### config.mk
export PLATFORM = sky130hd
export DESIGN_NAME = float_integer_power_unit
export DESIGN_NICKNAME = d
export VERILOG_FILES = /design/src/design/fipu_pkg.sv /design/src/design/fipu_arith.sv /design/src/design/float_integer_power_unit.sv
export SDC_FILE = /design/constraint.sdc
export NUM_CORES = 2
export LEC_CHECK = 0
export BUFFER_PORTS_ARGS = -buffer_cell sky130_fd_sc_hd__buf_4
export CORE_MARGIN = 8
export CORE_UTILIZATION = 40
export CTS_CLUSTER_DIAMETER = 30
export DETAILED_ROUTE_END_ITERATION = 8
export RECOVER_POWER = 50
export SLEW_MARGIN = 40
export SYNTH_ARGS = -nofsm -noshare
export SYNTH_HDL_FRONTEND = slang
export SYNTH_SLANG_ARGS = --single-unit
### constraint.sdc
create_clock -name clk -period 9.55 [get_ports clk]
set_clock_uncertainty 0.05 [all_clocks]
set_input_delay 0.955 -clock clk [delete_from_list [all_inputs] [get_ports clk]]
set_output_delay 0.955 -clock clk [all_outputs]
set_load 0.05 [all_outputs]
### src/design/fipu_pkg.sv
// ----------------------------------------------------------------------------
// fipu_pkg: shared types and constants
// Operation codes, the request struct between sequencer and arithmetic unit,
// and the binary32 constants (one and the canonical quiet NaN) that they use.
// ----------------------------------------------------------------------------
package fipu_pkg;

  typedef enum logic {
    OP_MUL,
    OP_RECIP
  } op_t;

  typedef struct packed {
    logic start;
    op_t  op;
  } req_t;

  localparam logic [31:0] ONE_BITS  = 32'h3F80_0000;
  localparam logic [31:0] QNAN_BITS = 32'h7FC0_0000;

endpackage

### src/design/fipu_arith.sv
// ----------------------------------------------------------------------------
// fipu_arith: shared binary32 multiply / reciprocal unit
// Multiply a*b or form 1/b, round to nearest even, keep subnormals,
// infinities and a canonical quiet NaN. Multi-cycle, one operation at a time.
// ----------------------------------------------------------------------------
module fipu_arith (
  input  logic              clk,
  input  logic              rst,
  input  fipu_pkg::req_t    req,
  input  logic [31:0]       a,
  input  logic [31:0]       b,
  output logic              done,
  output logic [31:0]       res
);

  typedef enum logic [2:0] {
    S_IDLE,
    S_MUL,
    S_NORM,
    S_DNORM,
    S_DIV,
    S_DEND
  } state_t;

  state_t             state;
  logic               sgn;
  logic [23:0]        ma;
  logic [23:0]        mb;
  logic [47:0]        m;
  logic signed [10:0] e;
  logic [23:0]        rem;
  logic [23:0]        dvs;
  logic [47:0]        quo;
  logic [6:0]         cnt;

  logic               a_zero, a_inf, a_nan, b_zero, b_inf, b_nan;
  logic [23:0]        a_man, b_man;
  logic signed [10:0] a_e, b_e;

  assign a_zero = (a[30:0] == 31'd0);
  assign b_zero = (b[30:0] == 31'd0);
  assign a_inf  = (a[30:23] == 8'hFF) && (a[22:0] == 23'd0);
  assign b_inf  = (b[30:23] == 8'hFF) && (b[22:0] == 23'd0);
  assign a_nan  = (a[30:23] == 8'hFF) && (a[22:0] != 23'd0);
  assign b_nan  = (b[30:23] == 8'hFF) && (b[22:0] != 23'd0);
  assign a_man  = {(a[30:23] != 8'd0), a[22:0]};
  assign b_man  = {(b[30:23] != 8'd0), b[22:0]};
  assign a_e    = (a[30:23] == 8'd0) ? 11'sd1 : $signed({3'b000, a[30:23]});
  assign b_e    = (b[30:23] == 8'd0) ? 11'sd1 : $signed({3'b000, b[30:23]});

  // rounding of the normalized value m * 2^(e-174)
  logic signed [10:0] sh_full;
  logic [5:0]         sh;
  logic [111:0]       shifted;
  logic [47:0]        ms;
  logic               lost, g, st, inc, ovf;
  logic [7:0]         fbase;
  logic [24:0]        m25;
  logic [31:0]        sum;
  logic [31:0]        rnd_bits;

  always_comb begin
    sh_full = 11'sd1 - e;
    if (e >= 11'sd1) begin
      sh = 6'd0;
    end else if (sh_full > 11'sd63) begin
      sh = 6'd63;
    end else begin
      sh = sh_full[5:0];
    end
    shifted = {m, 64'd0} >> sh;
    ms      = shifted[111:64];
    lost    = |shifted[63:0];
    fbase   = (e >= 11'sd1) ? (e[7:0] - 8'd1) : 8'd0;
    g       = ms[23];
    st      = (|ms[22:0]) | lost;
    inc     = g & (st | ms[24]);
    m25     = {1'b0, ms[47:24]} + {24'd0, inc};
    sum     = {1'b0, fbase, 23'd0} + {7'd0, m25};
    ovf     = (e >= 11'sd255) || (sum >= 32'h7F80_0000);
    rnd_bits = ovf ? {sgn, 8'hFF, 23'd0} : {sgn, sum[30:0]};
  end

  logic [47:0] prod;
  logic [24:0] r2;

  assign prod = ma * mb;
  assign r2   = {rem, 1'b0};

  always_ff @(posedge clk) begin
    if (rst) begin
      state <= S_IDLE;
      done  <= 1'b0;
    end else begin
      case (state)
        S_IDLE: begin
          if (req.start) begin
            if (req.op == fipu_pkg::OP_MUL) begin
              sgn <= a[31] ^ b[31];
              if (a_nan || b_nan || (a_inf && b_zero) || (a_zero && b_inf)) begin
                res  <= fipu_pkg::QNAN_BITS;
                done <= 1'b1;
              end else if (a_inf || b_inf) begin
                res  <= {a[31] ^ b[31], 8'hFF, 23'd0};
                done <= 1'b1;
              end else if (a_zero || b_zero) begin
                res  <= {a[31] ^ b[31], 31'd0};
                done <= 1'b1;
              end else begin
                ma    <= a_man;
                mb    <= b_man;
                e     <= a_e + b_e - 11'sd126;
                done  <= 1'b0;
                state <= S_MUL;
              end
            end else begin
              sgn <= b[31];
              if (b_nan) begin
                res  <= fipu_pkg::QNAN_BITS;
                done <= 1'b1;
              end else if (b_zero) begin
                res  <= {b[31], 8'hFF, 23'd0};
                done <= 1'b1;
              end else if (b_inf) begin
                res  <= {b[31], 31'd0};
                done <= 1'b1;
              end else begin
                m     <= {b_man, 24'd0};
                e     <= b_e;
                done  <= 1'b0;
                state <= S_DNORM;
              end
            end
          end else begin
            done <= 1'b0;
          end
        end
        S_MUL: begin
          done <= 1'b0;
          if (!prod[47] && (e > 11'sd1)) begin
            m <= {prod[46:0], 1'b0};
            e <= e - 11'sd1;
          end else begin
            m <= prod;
          end
          state <= S_NORM;
        end
        S_NORM: begin
          if (!m[47] && (e > 11'sd1)) begin
            m    <= {m[46:0], 1'b0};
            e    <= e - 11'sd1;
            done <= 1'b0;
          end else begin
            res   <= rnd_bits;
            done  <= 1'b1;
            state <= S_IDLE;
          end
        end
        S_DNORM: begin
          done <= 1'b0;
          if (!m[47]) begin
            m <= {m[46:0], 1'b0};
            e <= e - 11'sd1;
          end else begin
            dvs   <= m[47:24];
            rem   <= 24'd1;
            quo   <= 48'd0;
            cnt   <= 7'd70;
            state <= S_DIV;
          end
        end
        S_DIV: begin
          done <= 1'b0;
          if (r2 >= {1'b0, dvs}) begin
            rem <= 24'(r2 - {1'b0, dvs});
            quo <= {quo[46:0], 1'b1};
          end else begin
            rem <= r2[23:0];
            quo <= {quo[46:0], 1'b0};
          end
          cnt <= cnt - 7'd1;
          if (cnt == 7'd1) begin
            state <= S_DEND;
          end
        end
        S_DEND: begin
          done  <= 1'b0;
          m     <= {quo[47:1], quo[0] | (rem != 24'd0)};
          e     <= 11'sd254 - e;
          state <= S_NORM;
        end
        default: begin
          done  <= 1'b0;
          state <= S_IDLE;
        end
      endcase
    end
  end

endmodule

### src/design/float_integer_power_unit.sv
// Sequencing: min(|exponent|, MAX_EXPONENT) multiplies on the arithmetic unit, preceded
// by a reciprocal when the exponent is negative; a zero or infinite operand is resolved
// directly in the arithmetic unit, and subnormal operands add normalization shifts.
// Exponent zero or a NaN base gives a valid result without using the arithmetic unit.
// Throughput: one item at a time; the next item is taken only after the result is loaded.
// Reset: synchronous, active high; clears the sequencer and output valid.
// ----------------------------------------------------------------------------
// float_integer_power_unit: binary32 base raised to a signed integer power
// Sequence repeated rounded multiplies (or by a rounded reciprocal) on one
// shared arithmetic unit.
// ----------------------------------------------------------------------------
module float_integer_power_unit #(
  parameter int MAX_EXPONENT = 255
) (
  input  logic              clk,
  input  logic              rst,
  input  logic              in_valid,
  output logic              in_ready,
  input  logic [31:0]       base_bits,
  input  logic signed [8:0] exponent,
  output logic              out_valid,
  input  logic              out_ready,
  output logic [31:0]       power_bits
);

  localparam int CW = $clog2(MAX_EXPONENT + 1);
  localparam fipu_pkg::req_t REQ_NONE = '{start: 1'b0, op: fipu_pkg::OP_MUL};

  typedef enum logic [1:0] {
    T_IDLE,
    T_RECIP,
    T_MUL,
    T_DONE
  } state_t;

  state_t         state;
  logic [CW-1:0]  cnt;
  logic [31:0]    factor;
  logic [31:0]    prod;
  fipu_pkg::req_t req;
  logic           done;
  logic [31:0]    res;

  logic [8:0]     mag;
  logic [CW-1:0]  mag_sat;
  logic           base_nan;

  assign mag      = exponent[8] ? 9'(-exponent) : exponent;
  assign mag_sat  = (32'(mag) > 32'(MAX_EXPONENT)) ? CW'(MAX_EXPONENT) : CW'(mag);
  assign base_nan = (base_bits[30:23] == 8'hFF) && (base_bits[22:0] != 23'd0);
  assign in_ready = (state == T_IDLE);

  fipu_arith u_arith (
    .clk  (clk),
    .rst  (rst),
    .req  (req),
    .a    (prod),
    .b    (factor),
    .done (done),
    .res  (res)
  );

  always_ff @(posedge clk) begin
    if (rst) begin
      state     <= T_IDLE;
      out_valid <= 1'b0;
      req       <= REQ_NONE;
    end else begin
      if ((state == T_DONE) && (!out_valid || out_ready)) begin
        out_valid <= 1'b1;
      end else if (out_valid && out_ready) begin
        out_valid <= 1'b0;
      end
      case (state)
        T_IDLE: begin
          if (in_valid) begin
            cnt    <= mag_sat;
            factor <= base_bits;
            if (mag == 9'd0) begin
              prod  <= fipu_pkg::ONE_BITS;
              req   <= REQ_NONE;
              state <= T_DONE;
            end else if (base_nan) begin
              prod  <= fipu_pkg::QNAN_BITS;
              req   <= REQ_NONE;
              state <= T_DONE;
            end else if (exponent[8]) begin
              prod  <= fipu_pkg::ONE_BITS;
              req   <= '{start: 1'b1, op: fipu_pkg::OP_RECIP};
              state <= T_RECIP;
            end else begin
              prod  <= fipu_pkg::ONE_BITS;
              req   <= '{start: 1'b1, op: fipu_pkg::OP_MUL};
              state <= T_MUL;
            end
          end else begin
            req <= REQ_NONE;
          end
        end
        T_RECIP: begin
          if (done) begin
            factor <= res;
            req    <= '{start: 1'b1, op: fipu_pkg::OP_MUL};
            state  <= T_MUL;
          end else begin
            req <= REQ_NONE;
          end
        end
        T_MUL: begin
          if (done) begin
            prod <= res;
            if (cnt == CW'(1)) begin
              req   <= REQ_NONE;
              state <= T_DONE;
            end else begin
              cnt <= cnt - CW'(1);
              req <= '{start: 1'b1, op: fipu_pkg::OP_MUL};
            end
          end else begin
            req <= REQ_NONE;
          end
        end
        T_DONE: begin
          req <= REQ_NONE;
          if (!out_valid || out_ready) begin
            power_bits <= prod;
            state      <= T_IDLE;
          end
        end
        default: begin
          req   <= REQ_NONE;
          state <= T_IDLE;
        end
      endcase
    end
  end

endmodule

==> results.sh <==
export IMPL_antenna_left=0
export IMPL_holdCritPathClass="register to register"
export IMPL_crit_path_max_fanout=48
export IMPL_setup_viol=0
export IMPL_synth_ff_type="edfxtp_1"
export IMPL_grt_max_degree=74
export IMPL_drive_gt1_share_pct=9.884
export IMPL_r2r_start="u_arith.mb[5]"
export IMPL_drv_cap=6
export IMPL_nNetsFinal=5279
export IMPL_cts_buffer_depth=3
export IMPL_min_period_over_period_pct=94.44
export IMPL_numCtsBuffers=83
export IMPL_path_depth=29
export IMPL_firstDrtPassIters=6
export IMPL_avgSynthCellArea_um2=9.336
export IMPL_wl_um=135700
export IMPL_rows=118
export IMPL_cts_sinks=355
export IMPL_synth_top_area_share_pct=24.87
export IMPL_hold_viol_final=0
export IMPL_cts_hold_buffers=0
export IMPL_crit_buf_inv=8
export IMPL_cts_tree="done"
export IMPL_min_delay_start="prod[17]"
export IMPL_syn2layout_area_growth_pct=12.49
export IMPL_r2r_end="u_arith.e[10]"
export IMPL_max_freq_mhz=110.9
export IMPL_viasPerCell=5.710
export IMPL_r2r_cells=29
export IMPL_synth_edf_count=346
export IMPL_syn_area_um2=41770
export IMPL_clock_latency_ps=650
export IMPL_routedWlPerCell_um=22.76
export IMPL_fp_dieH_um=339.2
export IMPL_maxSlewViolCount=256
export IMPL_worstPathArrival_ps=9290
export IMPL_cts_resized=0
export IMPL_die_area_um2=115000
export IMPL_async_flop_share_pct=0
export IMPL_cp_required_ps=9820
export IMPL_fin_crit_ps=9019
export IMPL_numPortBuffers=78
export IMPL_yosysSeqAreaShare_pct=25.31
export IMPL_cts_clk_slew_worst_paths_ps=50
export IMPL_drcViolationCount=0
export IMPL_min_to="power_bits[17]"
export IMPL_synth_nets=5235
export IMPL_rsz0062_at_grt="no"
export IMPL_io_pins=79
export IMPL_worstMarginPinSlew_ps=2873
export IMPL_synth_yosys_warnings=0
export IMPL_dieWidth_um=339.2
export IMPL_rrSetupSlack_ps=530
export IMPL_grt_antenna_before_repair=3
export IMPL_final_cell_count_no_fill=5965
export IMPL_ys_ff_latch=355
export IMPL_htree_levels=3
export IMPL_dpl_hpwl_um=107400
export IMPL_status="finished, violations left"
export IMPL_path_class="register to register"
export IMPL_core_um2=103500
export IMPL_critPathSlowestCell="fa_1"
export IMPL_vias=34060
export IMPL_grt_pass1_vias=34800
export IMPL_drt_iter0_drc=3452
export IMPL_final_cell_mix="618 x inv_1, 521 x nand2_1, 484 x fa_1, 346 x edfxtp_1, 283 x and2_1"
export IMPL_cp_top_family="adder cells"
export IMPL_synth_distinct_cells=96
export IMPL_cpPeakStageDelay_ps=550
export IMPL_cp_start_kind="register"
export IMPL_grtUsageTotal_pct=23.24
export IMPL_relSlewSlack_pct=-91.51
export IMPL_grt_pass1_wl_um=212000
export IMPL_final_common_cell="inv_1"
export IMPL_cts_root_buffer="clkbuf_16"
export IMPL_globalplace_congestion=1.009
export IMPL_violations="max-capacitance violations, max-slew violations"
export IMPL_yosysTopAreaCell="edfxtp_1"
export IMPL_fin_setup_tns_ps=0
export IMPL_start_util_pct=40.36
export IMPL_synthCells=4474
export IMPL_grt_overflow=0
export IMPL_placed_cells=5809
export IMPL_synthTopCellsByArea="edfxtp_1 25%, fa_1 23%, ha_1 6.9%, inv_1 5.6%, nand2_1 4.7%"
export IMPL_endpoint_kind="register"
export IMPL_min_path_cells=0
export IMPL_cp_common_cell="fa_1"
[stage by stage]
step | instance area [um^2] | setup slack [ps] | hold slack [ps] | utilization [%]
after global routing | 46980 | 3.874 | 472.6 | 45.40
after global placement | 44220 | 681.0 | 433.8 | 42.73
final | 46990 | 530.9 | 448.3 | 45.40
after CTS | 47110 | 462.7 | 437.2 | 45.52
after floorplan | 41770 | 133.8 | 395.4 | -
after detailed placement | 44270 | 544.0 | 443.3 | 42.77
[cells by family after synthesis]
logic type / share of synthesized area [%]
and+or+nand+nor: 17.95
buffers and inverters: 8.082
AOI/OAI and AO/OA: 12.45
adders and majority gates: 30.15
DFF: 25.31
muxes: 3.580
xor gates and xnor gates: 2.495
[layer usage]
| layer | GRT usage [%] | wire length [um] | vias up |
|---|---|---|---|
| li1 | - | - | 15220 |
| met1 | 32.39 | 58070 | 17010 |
| met2 | 36.57 | 61830 | 1523 |
| met3 | 3.500 | 10700 | 303 |
| met4 | 8.661 | 5143 | 0 |
| met5 | 0 | 0 | - |
[worst max-delay path by stage]
| stage | from | to |
|---|---|---|
| 2_1_floorplan | u_arith.mb[3] | u_arith.e[0] |
| 5_1_grt | u_arith.mb[5] | u_arith.e[10] |
| 4_1_cts | u_arith.mb[3] | u_arith.e[9] |
| 3_3_place_gp | u_arith.mb[3] | u_arith.e[8] |
| 6_report | u_arith.mb[5] | u_arith.e[10] |
| 3_5_place_dp | u_arith.mb[3] | u_arith.e[10] |
[Yosys cell counts, drive strengths merged (77+ instances only)]
cell,count
nand2,522
fa,484
nand3,95
ha,232
mux2i,86
nor2,229
a21oi,115
and2,302
o21ai,201
edfxtp,346
inv,618
clkbuf,214
xnor2,77
[registers in the layout (all words and copies together), names as in the netlist]
name	cells
u_arith.state	3
u_arith.rem	24
state	2
u_arith.done	1
u_arith.e	11
u_arith.mb	24
u_arith.m	48
power_bits	32
out_valid	1
u_arith.sgn	1
prod	32
factor	32
u_arith.quo	48
cnt	8
u_arith.res	32
u_arith.cnt	7
u_arith.ma	24
req	2
u_arith.dvs	23
[repair_timing]
item | 4_1_cts | 5_1_grt
buffers inserted | 0 | 1
endpoints found under the hold margin | 0 | 0
endpoints found under the setup margin | 0 | 16
[layout make-up]
class	count	area (um^2)
Fill cell	9919	56510
Sequential cell	355	10570
Antenna cell	2	5.005
Inverter	619	2323
Clock buffer	91	2128
Multi-Input combinational cell	3240	27990
Timing Repair Buffer	219	1530
Tap cell	1380	1727
Clock inverter	59	713.2
[worst reg2reg max path: cells and delay by family, from the launching register on]
kind / cells / cell delay (ps)
DFF: 1 / 500
AOI/OAI and AO/OA: 8 / 2250
xor gates and xnor gates: 1 / 200
and+or+nand+nor: 4 / 800
buffers and inverters: 8 / 1080
adders and majority gates: 8 / 3800
Power is not shown: default switching activity piles up to over one toggle a cycle in this logic, so the estimate is an artifact.
